### src/bed_pkg.sv
// Shared types, character codes and helper functions for the escape decoder.
package bed_pkg;

   localparam int unsigned MaxResults = 4;
   localparam int unsigned CountWidth = $clog2(MaxResults + 1);

   localparam logic [7:0] CH_BACKSLASH = 8'h5c;
   localparam logic [7:0] CH_QUESTION  = 8'h3f;
   localparam logic [7:0] CH_SQUOTE    = 8'h27;
   localparam logic [7:0] CH_DQUOTE    = 8'h22;
   localparam logic [7:0] CH_ZERO      = 8'h30;
   localparam logic [7:0] CH_NINE      = 8'h39;
   localparam logic [7:0] CH_SEVEN     = 8'h37;
   localparam logic [7:0] CH_UPPER_A   = 8'h41;
   localparam logic [7:0] CH_UPPER_F   = 8'h46;
   localparam logic [7:0] CH_UPPER_X   = 8'h58;
   localparam logic [7:0] CH_LOWER_A   = 8'h61;
   localparam logic [7:0] CH_LOWER_B   = 8'h62;
   localparam logic [7:0] CH_LOWER_F   = 8'h66;
   localparam logic [7:0] CH_LOWER_N   = 8'h6e;
   localparam logic [7:0] CH_LOWER_R   = 8'h72;
   localparam logic [7:0] CH_LOWER_T   = 8'h74;
   localparam logic [7:0] CH_LOWER_V   = 8'h76;
   localparam logic [7:0] CH_LOWER_X   = 8'h78;
   localparam logic [7:0] CASE_MASK    = 8'hdf;

   typedef enum logic [3:0] {
      MODE_IDLE = 4'b0001,
      MODE_ESC  = 4'b0010,
      MODE_HEX  = 4'b0100,
      MODE_OCT  = 4'b1000
   } mode_type;

   // Results of one input item, first result in data[0].
   typedef struct packed {
      logic [MaxResults-1:0][7:0] data;
      logic [CountWidth-1:0]      count;
      logic                       last;
   } result_set_type;

   typedef struct packed {
      logic [CountWidth-1:0] count;
      logic                  load_ok;
   } buf_status_type;

   typedef struct packed {
      logic       valid;
      logic [7:0] value;
   } simple_esc_type;

   function automatic logic is_hex(input logic [7:0] b);
      logic [7:0] u;
      u = b & CASE_MASK;
      return (b >= CH_ZERO && b <= CH_NINE) || (u >= CH_UPPER_A && u <= CH_UPPER_F);
   endfunction

   function automatic logic [3:0] hex_nibble(input logic [7:0] b);
      logic [7:0] v;
      if (b >= CH_ZERO && b <= CH_NINE) v = b - CH_ZERO;
      else v = (b & CASE_MASK) - CH_UPPER_A + 8'd10;
      return v[3:0];
   endfunction

   function automatic logic is_octal(input logic [7:0] b);
      return b >= CH_ZERO && b <= CH_SEVEN;
   endfunction

   function automatic logic [2:0] octal_digit(input logic [7:0] b);
      logic [7:0] v;
      v = b - CH_ZERO;
      return v[2:0];
   endfunction

   function automatic simple_esc_type simple_escape(input logic [7:0] b);
      simple_esc_type r;
      r.valid = 1'b1;
      unique case (b)
         CH_LOWER_A:   r.value = 8'h07;
         CH_LOWER_B:   r.value = 8'h08;
         CH_LOWER_F:   r.value = 8'h0c;
         CH_LOWER_N:   r.value = 8'h0a;
         CH_LOWER_R:   r.value = 8'h0d;
         CH_LOWER_T:   r.value = 8'h09;
         CH_LOWER_V:   r.value = 8'h0b;
         CH_BACKSLASH: r.value = CH_BACKSLASH;
         CH_QUESTION:  r.value = CH_QUESTION;
         CH_SQUOTE:    r.value = CH_SQUOTE;
         CH_DQUOTE:    r.value = CH_DQUOTE;
         default: begin
            r.valid = 1'b0;
            r.value = b;
         end
      endcase
      return r;
   endfunction

endpackage

### src/bed_req_if.sv
// Input channel: raw byte with end-of-string flag.
interface bed_req_if;
   logic       valid;
   logic       ready;
   logic [7:0] in_byte;
   logic       in_last;

   modport source (output valid, output in_byte, output in_last, input ready);
   modport sink   (input valid, input in_byte, input in_last, output ready);
endinterface

### src/bed_rsp_if.sv
// Result channel: decoded byte with end-of-string flag.
interface bed_rsp_if;
   logic       valid;
   logic       ready;
   logic [7:0] out_byte;
   logic       out_last;

   modport source (output valid, output out_byte, output out_last, input ready);
   modport sink   (input valid, input out_byte, input out_last, output ready);
endinterface

### src/backslash_escape_decode_top.sv
// Top level of the C-style backslash escape decoder.
//
// req_if carries raw bytes of an encoded string, in_last marking the final
// byte. rsp_if carries decoded bytes; out_last marks the final byte of each
// string, and every string that ends produces at least one result byte.
// An accepted item is decoded in the same cycle into zero to four result
// bytes, which appear on rsp_if from the next cycle on. Results drain one
// per cycle from a four-entry buffer while the receiver takes them. An item
// that yields at most one byte leaves the buffer free for the next, so such
// items flow at one per cycle when nothing stalls; a flushed escape yielding
// more bytes holds the buffer and req_if.ready low until its last is taken.
// When the receiver stalls, the buffered results hold and req_if.ready stays
// low for as long as any result is waiting untaken.
// Synchronous reset empties the buffer and returns the decoder to the idle
// state with no escape pending; no clearing pass is needed.
module backslash_escape_decode_top (
   input logic      clock,
   input logic      reset,
   bed_req_if.sink  req_if,
   bed_rsp_if.source rsp_if
);
   import bed_pkg::*;

   result_set_type res;
   buf_status_type status;
   logic           accept;
   logic           take;

   assign take          = rsp_if.valid && rsp_if.ready;
   assign req_if.ready  = status.load_ok;
   assign accept        = req_if.valid && status.load_ok;

   bed_decoder u_decoder (
      .clock   (clock),
      .reset   (reset),
      .accept  (accept),
      .in_byte (req_if.in_byte),
      .in_last (req_if.in_last),
      .res     (res)
   );

   bed_out_buffer u_out_buffer (
      .clock     (clock),
      .reset     (reset),
      .load      (accept),
      .res       (res),
      .take      (take),
      .out_byte  (rsp_if.out_byte),
      .out_last  (rsp_if.out_last),
      .out_valid (rsp_if.valid),
      .status    (status)
   );

   a_last_yields_result: assert property (@(posedge clock) disable iff (reset)
      accept && req_if.in_last |-> res.count != '0)
      else $error("string end produced no result");

   a_result_follows: assert property (@(posedge clock) disable iff (reset)
      accept && res.count != '0 |=> rsp_if.valid)
      else $error("loaded results not presented");

   a_last_on_final: assert property (@(posedge clock) disable iff (reset)
      rsp_if.valid && rsp_if.out_last |-> status.count == CountWidth'(1))
      else $error("end flag on a non-final result");

   a_count_bound: assert property (@(posedge clock) disable iff (reset)
      status.count <= CountWidth'(MaxResults))
      else $error("result buffer overfilled");

endmodule

### src/bed_decoder.sv
// Escape state registers and the per-item decode logic.
module bed_decoder (
   input  logic                    clock,
   input  logic                    reset,
   input  logic                    accept,
   input  logic [7:0]              in_byte,
   input  logic                    in_last,
   output bed_pkg::result_set_type res
);
   import bed_pkg::*;

   mode_type   mode_ff, mode_in;
   logic [7:0] held0_ff, held0_in;
   logic [7:0] held1_ff, held1_in;
   logic [1:0] count_ff, count_in;
   logic [8:0] octal_ff, octal_in;

   simple_esc_type        esc;
   logic                  b_hex;
   logic                  b_oct;
   logic                  starts_esc;
   logic [1:0]            oct_count;
   logic [8:0]            oct_next;
   logic [CountWidth-1:0] n;

   assign esc        = simple_escape(in_byte);
   assign b_hex      = is_hex(in_byte);
   assign b_oct      = is_octal(in_byte);
   assign starts_esc = (in_byte == CH_BACKSLASH) && !in_last;
   assign oct_count  = count_ff + 2'd1;
   assign oct_next   = {octal_ff[5:0], octal_digit(in_byte)};

   always_comb begin
      mode_in  = mode_ff;
      held0_in = held0_ff;
      held1_in = held1_ff;
      count_in = count_ff;
      octal_in = octal_ff;
      res.data = '0;
      n        = '0;
      unique case (mode_ff)
         MODE_IDLE: begin
            if (starts_esc) begin
               mode_in = MODE_ESC;
            end else begin
               res.data[0] = in_byte;
               n = 3'd1;
            end
         end
         MODE_ESC: begin
            mode_in = MODE_IDLE;
            if (esc.valid) begin
               res.data[0] = esc.value;
               n = 3'd1;
            end else if (in_byte == CH_LOWER_X || in_byte == CH_UPPER_X) begin
               if (in_last) begin
                  res.data[0] = CH_BACKSLASH;
                  res.data[1] = in_byte;
                  n = 3'd2;
               end else begin
                  mode_in  = MODE_HEX;
                  held0_in = in_byte;
                  count_in = 2'd0;
               end
            end else if (b_oct) begin
               if (in_last) begin
                  res.data[0] = {5'd0, octal_digit(in_byte)};
                  n = 3'd1;
               end else begin
                  mode_in  = MODE_OCT;
                  octal_in = {6'd0, octal_digit(in_byte)};
                  count_in = 2'd1;
               end
            end else begin
               res.data[0] = CH_BACKSLASH;
               res.data[1] = in_byte;
               n = 3'd2;
            end
         end
         MODE_HEX: begin
            if (count_ff == 2'd0) begin
               if (b_hex && !in_last) begin
                  held1_in = in_byte;
                  count_in = 2'd1;
               end else begin
                  // Cut short: copy backslash and x raw, redecode this byte
                  res.data[0] = CH_BACKSLASH;
                  res.data[1] = held0_ff;
                  n = 3'd2;
                  mode_in = starts_esc ? MODE_ESC : MODE_IDLE;
                  if (!starts_esc) begin
                     res.data[2] = in_byte;
                     n = 3'd3;
                  end
               end
            end else if (b_hex) begin
               res.data[0] = {hex_nibble(held1_ff), hex_nibble(in_byte)};
               n = 3'd1;
               mode_in = MODE_IDLE;
            end else begin
               res.data[0] = CH_BACKSLASH;
               res.data[1] = held0_ff;
               res.data[2] = held1_ff;
               n = 3'd3;
               mode_in = starts_esc ? MODE_ESC : MODE_IDLE;
               if (!starts_esc) begin
                  res.data[3] = in_byte;
                  n = 3'd4;
               end
            end
         end
         MODE_OCT: begin
            if (b_oct) begin
               octal_in = oct_next;
               count_in = oct_count;
               if (oct_count == 2'd3 || in_last) begin
                  res.data[0] = oct_next[7:0];
                  n = 3'd1;
                  mode_in = MODE_IDLE;
               end
            end else begin
               res.data[0] = octal_ff[7:0];
               n = 3'd1;
               mode_in = starts_esc ? MODE_ESC : MODE_IDLE;
               if (!starts_esc) begin
                  res.data[1] = in_byte;
                  n = 3'd2;
               end
            end
         end
         default: begin
            mode_in = MODE_IDLE;
         end
      endcase
      // End of string flushes any pending escape
      if (in_last) mode_in = MODE_IDLE;
      res.count = n;
      res.last  = in_last;
   end

   always_ff @(posedge clock) begin
      if (reset) begin
         mode_ff  <= MODE_IDLE;
         count_ff <= 2'd0;
         octal_ff <= 9'd0;
      end else if (accept) begin
         mode_ff  <= mode_in;
         count_ff <= count_in;
         octal_ff <= octal_in;
      end
   end

   always_ff @(posedge clock) begin
      if (accept) begin
         held0_ff <= held0_in;
         held1_ff <= held1_in;
      end
   end

endmodule

### src/bed_out_buffer.sv
// Result buffer: holds one item's results and drains them one per cycle while the receiver takes them.
module bed_out_buffer (
   input  logic                    clock,
   input  logic                    reset,
   input  logic                    load,
   input  bed_pkg::result_set_type res,
   input  logic                    take,
   output logic [7:0]              out_byte,
   output logic                    out_last,
   output logic                    out_valid,
   output bed_pkg::buf_status_type status
);
   import bed_pkg::*;

   logic [MaxResults-1:0][7:0] data_ff, data_in;
   logic [CountWidth-1:0]      count_ff, count_in;
   logic                       last_ff, last_in;

   always_comb begin
      data_in  = data_ff;
      count_in = count_ff;
      last_in  = last_ff;
      if (load) begin
         data_in  = res.data;
         count_in = res.count;
         last_in  = res.last;
      end else if (take) begin
         // Advance the queue by one entry
         for (int i = 0; i < MaxResults - 1; i++) data_in[i] = data_ff[i+1];
         count_in = count_ff - CountWidth'(1);
      end
   end

   always_ff @(posedge clock) begin
      if (reset) begin
         count_ff <= '0;
      end else begin
         count_ff <= count_in;
      end
   end

   always_ff @(posedge clock) begin
      data_ff <= data_in;
      last_ff <= last_in;
   end

   assign out_valid      = count_ff != '0;
   assign out_byte       = data_ff[0];
   assign out_last       = last_ff && (count_ff == CountWidth'(1));
   assign status.count   = count_ff;
   assign status.load_ok = (count_ff == '0) || ((count_ff == CountWidth'(1)) && take);

endmodule

### src/flat_wrapper.sv
// flat-port wrapper written by rule: the top's interface ports become plain ports
module backslash_escape_decode_top_flat import bed_pkg::*;
  (clock, reset, req_if_valid, req_if_in_byte, req_if_in_last, req_if_ready, rsp_if_valid, rsp_if_out_byte, rsp_if_out_last, rsp_if_ready);
  bed_req_if req_if_i ();
  bed_rsp_if rsp_if_i ();
  input logic clock;
  input logic reset;
  input wire logic [$bits(req_if_i.valid)-1:0] req_if_valid;
  input wire logic [$bits(req_if_i.in_byte)-1:0] req_if_in_byte;
  input wire logic [$bits(req_if_i.in_last)-1:0] req_if_in_last;
  output wire logic [$bits(req_if_i.ready)-1:0] req_if_ready;
  output wire logic [$bits(rsp_if_i.valid)-1:0] rsp_if_valid;
  output wire logic [$bits(rsp_if_i.out_byte)-1:0] rsp_if_out_byte;
  output wire logic [$bits(rsp_if_i.out_last)-1:0] rsp_if_out_last;
  input wire logic [$bits(rsp_if_i.ready)-1:0] rsp_if_ready;
  assign req_if_i.valid = req_if_valid;
  assign req_if_i.in_byte = req_if_in_byte;
  assign req_if_i.in_last = req_if_in_last;
  assign req_if_ready = req_if_i.ready;
  assign rsp_if_valid = rsp_if_i.valid;
  assign rsp_if_out_byte = rsp_if_i.out_byte;
  assign rsp_if_out_last = rsp_if_i.out_last;
  assign rsp_if_i.ready = rsp_if_ready;
  backslash_escape_decode_top u_core (.clock(clock), .reset(reset), .req_if(req_if_i), .rsp_if(rsp_if_i));
endmodule
### config.mk
export PLATFORM = sky130hd
export DESIGN_NAME = backslash_escape_decode_top_flat
export DESIGN_NICKNAME = d
export VERILOG_FILES = /design/src/bed_pkg.sv /design/src/bed_req_if.sv /design/src/bed_rsp_if.sv /design/src/backslash_escape_decode_top.sv /design/src/bed_decoder.sv /design/src/bed_out_buffer.sv /design/src/flat_wrapper.sv
export SDC_FILE = /design/constraint.sdc
export NUM_CORES = 1
export LEC_CHECK = 0
export ABC_AREA = 1
export ABC_CLOCK_PERIOD_IN_PS = 2800
export BUFFER_PORTS_ARGS = -buffer_cell sky130_fd_sc_hd__buf_4
export CORE_MARGIN = 2
export CORE_UTILIZATION = 55
export DETAILED_ROUTE_END_ITERATION = 6
export PLACE_DENSITY = 0.74
export RECOVER_POWER = 25
export SYNTH_ARGS = -nofsm -noshare
export SYNTH_HDL_FRONTEND = slang
export SYNTH_HIERARCHICAL = 1
export SYNTH_SLANG_ARGS = --single-unit
### constraint.sdc
create_clock -name clock -period 2.8 [get_ports clock]
set_input_delay 0.84 -clock clock [delete_from_list [all_inputs] [get_ports clock]]
set_output_delay 0.84 -clock clock [all_outputs]
set_load 0.02 [all_outputs]
* Yosys cells after proc, flatten, opt, wreduce, memory -nomap -nowiden
Index checks and enable logic that the tools add are counted.
** Cells by class
- Div/mod/pow operators :: 0
- Reduce and logical (&&, ||, !) cells :: 28
- Bitwise operators :: 3
- Magnitude comparators :: 7
- Equal/unequal tests :: 32
- Multipliers :: 0
- Muxes and demuxes :: 68
- Shifts and indexed selects :: 0
- $add $sub $neg :: 8
** Operators with widths (number)
- $mux 8 :: 14
- $mux 24 :: 4
- $pmux 8 s11 :: 1
- $eq 8x7->1 const B :: 10
- $mux 16 :: 3
- $mux 4 :: 11
- $pmux 8 s4 :: 1
- $mux 3 :: 10
- $mux 2 :: 13
- $eq 8x6->1 const B :: 3
- $le 8x6->1 const B :: 3
- $pmux 8 s3 :: 1
- $ge 8x6->1 const B :: 2
- $pmux 4 s4 :: 1
- $pmux 8 s2 :: 1
- $sub 4x1->4 const B :: 4
- $ne 2x2->1 const B :: 7
- $ne 3x3->1 const B :: 4
- $pmux 3 s4 :: 1
- $reduce_or 11->1 :: 1
- $logic_and 1x1->1 :: 10
- $reduce_and 9->1 :: 1
- $add 4x4->4 const B :: 2
- $ge 8x7->1 const B :: 1
- 24 further kinds :: 37
** Word-level totals
- Latch bits :: 0
- Register bits :: 66
- ROM bits :: 0
- Output and inout port bits :: 11
- Bits in writable memories :: 0
- Logic and storage cells :: 157
- Memories :: 0

* Logic depth before layout (Yosys ltp)
- Depth after elaboration :: 8
- Mapped depth :: 16
- Gate-level depth less buffers :: 16

* Hierarchy
Netlist, hierarchy kept.
** Modules (own cells, without submodules)
- bed_decoder :: cells an instance 427, times used 1, seq. area each 760.7 um^2, area an instance 2798.9 um^2
- bed_out_buffer :: cells an instance 153, times used 1, seq. area each 1051.0 um^2, area an instance 1604.0 um^2
- backslash_escape_decode_top :: cells an instance 4, times used 1, seq. area each 0.0 um^2, area an instance 15.0 um^2

* Worst setup path before layout
No wires, ideal clock.
- Kind :: input-to-reg
- From :: input port rsp_if_ready
- To :: register u_core/u_out_buffer/data_ff[10] (netlist bit), enable pin
- Arrival time :: 2.397 ns
- Slack :: 0.024 ns
- Data required time :: 2.421 ns
- Cell stages on the path :: 9
- Path buffers :: 1
- Cells stage by stage :: nand2_1 -> inv_1 -> nand3_1 -> nand2_1 -> nand2_1 -> inv_1 -> buf_6 -> nor2_4 -> inv_1
** On the way
- Longest elaborated chain between the ends :: 5
** Ends and longest elaborated chain
- from (decl) :: RTL line flat_wrapper.sv:15 : input wire logic [$bits(rsp_if_i.ready)-1:0] rsp_if_ready;
- $logic_and 1x1->1 :: RTL line backslash_escape_decode_top.sv:29 : assign take = rsp_if.valid && rsp_if.ready;
- net u_core.take :: RTL line backslash_escape_decode_top.sv:27 : logic take;
- $logic_and 1x1->1 :: RTL line bed_out_buffer.sv:51 : assign status.load_ok = (count_ff == '0) || ((count_ff == CountWidth'(1)) && take);
- $logic_or 1x1->1 :: RTL line bed_out_buffer.sv:51
- net req_if_ready :: RTL line flat_wrapper.sv:11 : output wire logic [$bits(req_if_i.ready)-1:0] req_if_ready;
- $logic_and 1x1->1 :: RTL line backslash_escape_decode_top.sv:31 : assign accept = req_if.valid && status.load_ok;
- net u_core.accept :: RTL line backslash_escape_decode_top.sv:26 : logic accept;
- $reduce_bool 2->1 (no line)
- to (signal assigned) :: RTL line bed_out_buffer.sv:43 : data_ff <= data_in;
- to (decl) :: RTL line bed_out_buffer.sv:15 : logic [MaxResults-1:0][7:0] data_ff, data_in;
The timed path passes the listed nets, and every way through them passes these cells.
A chain may end at the register's enable or synchronous reset.

==> impl_metrics.env <==
export IMPL_drc=0
export IMPL_cts_made_buffers=9
export IMPL_fillCellCount=763
export IMPL_antenna_left=0
export IMPL_fin_crit_sh_pct=92.3
export IMPL_cts_clk_slew_worst_paths_ns=0.08
export IMPL_slew_limit_headroom_pct=64.9
export IMPL_cts_hold_fix_buffers=0
export IMPL_max_cap_violations=0
export IMPL_cp_start_kind="input port"
export IMPL_crit_chain="clkbuf_1 -> nand2_1 -> clkinv_1 -> nand3_4 -> inv_2 -> o21ai_0 -> o211ai_1 -> o21ai_0 -> a21oi_1 -> nand3_1 -> nand2_1 -> nand2_1"
export IMPL_setup_viol=0
export IMPL_rsz0062_at_grt="false"
export IMPL_syn_area_sq_um=4420
export IMPL_synthDistinctLibCells=43
export IMPL_min_period_ns=2.59
export IMPL_grtUsageTotal_pct=30.8
export IMPL_max_stage_delay_ns=0.40
export IMPL_power_density_nw_per_um2=828
export IMPL_yosys_area_top_type="edfxtp_1"
export IMPL_antenna_found_initial=0
export IMPL_worstPathMaxFanout=9
export IMPL_dieArea_sq_um=8770
export IMPL_worstMarginPinSlew_ns=0.527
export IMPL_dieWidth_microns=93.6
export IMPL_crit_path_frequent_cell="nand2_1"
export IMPL_seq_area_frac_synth_pct=41.0
export IMPL_p_leak_nw=2.22
export IMPL_place_gp_congestion=1.02
export IMPL_crit_buf_inv=3
export IMPL_num_antenna_cells=0
export IMPL_max_clock_freq_mhz=387
export IMPL_cts_buffer_depth=2
export IMPL_cp_data_arrival_time_ns=2.69
export IMPL_finClkSkew_ns=0.0122
export IMPL_path_class="input port to flip-flop"
export IMPL_synth_seq_cells=66
export IMPL_post_cts_buffers=0
export IMPL_cts_root_buf="clkbuf_8"
export IMPL_layout_nets=652
export IMPL_hold_path_class="flip-flop to flip-flop"
export IMPL_cp_end_kind="flip-flop"
export IMPL_grt_pass1_vias=3967
export IMPL_start_util_pct=56.9
export IMPL_yosys_warnings=6
export IMPL_portBuffers=23
export IMPL_vias=4079
export IMPL_holdPathStages=2
export IMPL_insertion_delay_ns=0.36
export IMPL_post_drt_wl_per_cell_microns=17.1
export IMPL_status="finished clean"
export IMPL_grt_overflow=0
export IMPL_holdWs_ns=0.481
export IMPL_irDropWorstVdd_mv=0.390
export IMPL_cts_num_sinks=66
export IMPL_final_cell_mix="189 x nand2_1, 65 x nor2_1, 50 x nand3_1, 49 x edfxtp_1, 47 x inv_1"
export IMPL_drt_iter0_markers=431
export IMPL_wl_mm=12.5
export IMPL_ys_top_cells_by_area="edfxtp_1 33%, nand2_1 16%, dfxtp_1 7.7%, nand3_1 5.7%, nor2_1 5.5%"
export IMPL_die_h_microns=93.6
export IMPL_firstDrtPassIters=6
export IMPL_slowest_stage="clkbuf_1"
export IMPL_area_delta_synth_final_pct=11.7
export IMPL_syn_nets=610
export IMPL_cp_required_ns=2.91
export IMPL_p_total_mw=4.08
export IMPL_syn_inst=584
export IMPL_dominantRegCellSynth="edfxtp_1"
export IMPL_synthArstFlopShare_pct=0
export IMPL_rr_worst_depth=14
export IMPL_rows=32
export IMPL_grt_pass1_wl_mm=20.4
export IMPL_dpl_hpwl_mm=9.75
export IMPL_coreArea_sq_um=7770
export IMPL_synth_edf_count=49
export IMPL_cts_resized=0
export IMPL_cp_top_family="simple AND/OR/NAND/NOR gates"
export IMPL_utilization_pct=63.5
export IMPL_slew_violations=0
export IMPL_cts_htree_levels=3
export IMPL_drive_gt1_share_pct=15.4
export IMPL_final_common_cell="nand2_1"
export IMPL_io_pins=24
export IMPL_postSynthAreaPerCell_sq_um=7.57
export IMPL_cp_depth=12
export IMPL_cts_tree="yes"
export IMPL_vias_per_cell=5.56
export IMPL_grt_start_max_net_pins=36
export IMPL_hold_viol_final=0
export IMPL_synth_top_area_share_pct=33.3
## worst register-to-register path, cell delays in order, from the launching register on
cell      delay, ns
dfxtp_1        0.36
inv_1          0.09
ha_1           0.20
nand2_1        0.10
nand2_1        0.06
inv_1          0.19
nand3_1        0.11
nand2_1        0.09
nand2_1        0.05
inv_1          0.18
clkbuf_1       0.26
buf_12         0.23
inv_6          0.12
nand2_1        0.11
nand2_1        0.05
## through the flow
step	cell area, sq um	instances	setup TNS, ns	setup slack [ns]
after floorplan	4420	584	0	0.0240
after global placement	4790	717	0	0.0263
after detailed placement	4790	717	-0.0220	-0.0220
after CTS	5010	733	0	0.240
after global routing	4930	733	0	0.0683
final	4930	733	0	0.214
## sequential cells by signal (all words and copies together), names as in the netlist
name	flops
u_core/u_out_buffer/out_byte	8
u_core/u_decoder/held1_ff	8
u_core/u_decoder/count_ff	2
u_core/u_out_buffer/data_ff	24
u_core/u_out_buffer/last_ff	1
u_core/u_decoder/octal_ff	8
u_core/u_decoder/held0_ff	8
u_core/u_decoder/mode_ff	4
u_core/u_out_buffer/count_ff	3
## synthesized netlist by cell type (7+ instances only)
library cell / n
buf_4: 12
nand2_2: 7
nand2_1: 188
dfxtp_1: 17
edfxtp_1: 49
nand3_1: 50
nand4_1: 8
o21ai_0: 19
nor2_1: 65
o211ai_1: 9
inv_2: 15
ha_1: 13
a21oi_1: 19
inv_1: 47
## cells by family (layout without fill, tap and decap cells)
kind of cell | count (synthesis) | after routing | synth area share [%]
and+or+nand+nor | 351 | 351 | 36.3
AOI/OAI and AO/OA | 64 | 64 | 8.95
xor gates and xnor gates | 5 | 5 | 0.991
DFF | 66 | 66 | 41.0
buffers and inverters | 85 | 132 | 9.12
adders and majority gates | 13 | 13 | 3.68
## final timing paths
kind / startpoint / endpoint / slack, ns
worst max-delay path: req_if_in_byte[4] / u_core/u_out_buffer/out_byte[0] / 0.21
worst min-delay path: u_core/u_decoder/octal_ff[6] / u_core/u_decoder/octal_ff[6] / 0.48
worst max register to register: u_core/u_out_buffer/count_ff[0] / u_core/u_out_buffer/out_byte[6] / 0.34
worst min register to register: u_core/u_decoder/octal_ff[6] / u_core/u_decoder/octal_ff[6] / 0.48
## metal layers
layer  up-vias  track usage [%]  wire length, microns
li1       1998                -                     -
met1      1863             42.5                  5610
met2       186             48.4                  5720
met3        32             5.80                   882
met4         0             11.6                   334
met5         -                0                     0
## cell type report
class,count,area [sq um],share of cell area [%]
Multi-Input combinational cell,433,2200,44.6
Clock buffer,9,124,2.51
Inverter,64,245,4.97
Sequential cell,66,1810,36.7
Timing Repair Buffer,52,332,6.72
Clock inverter,7,93.8,1.90
Tap cell,102,128,2.59
## where the power goes
group          internal, mW  leakage, nW  total, mW  switching (mW)
Clock                 0.499        0.107      0.888           0.388
Combinational         0.489         1.51       1.64            1.15
Sequential             1.46        0.610       1.56           0.104
Total                  2.44         2.22       4.08            1.64
No activity file was read; power rests on OpenSTA's default activity.
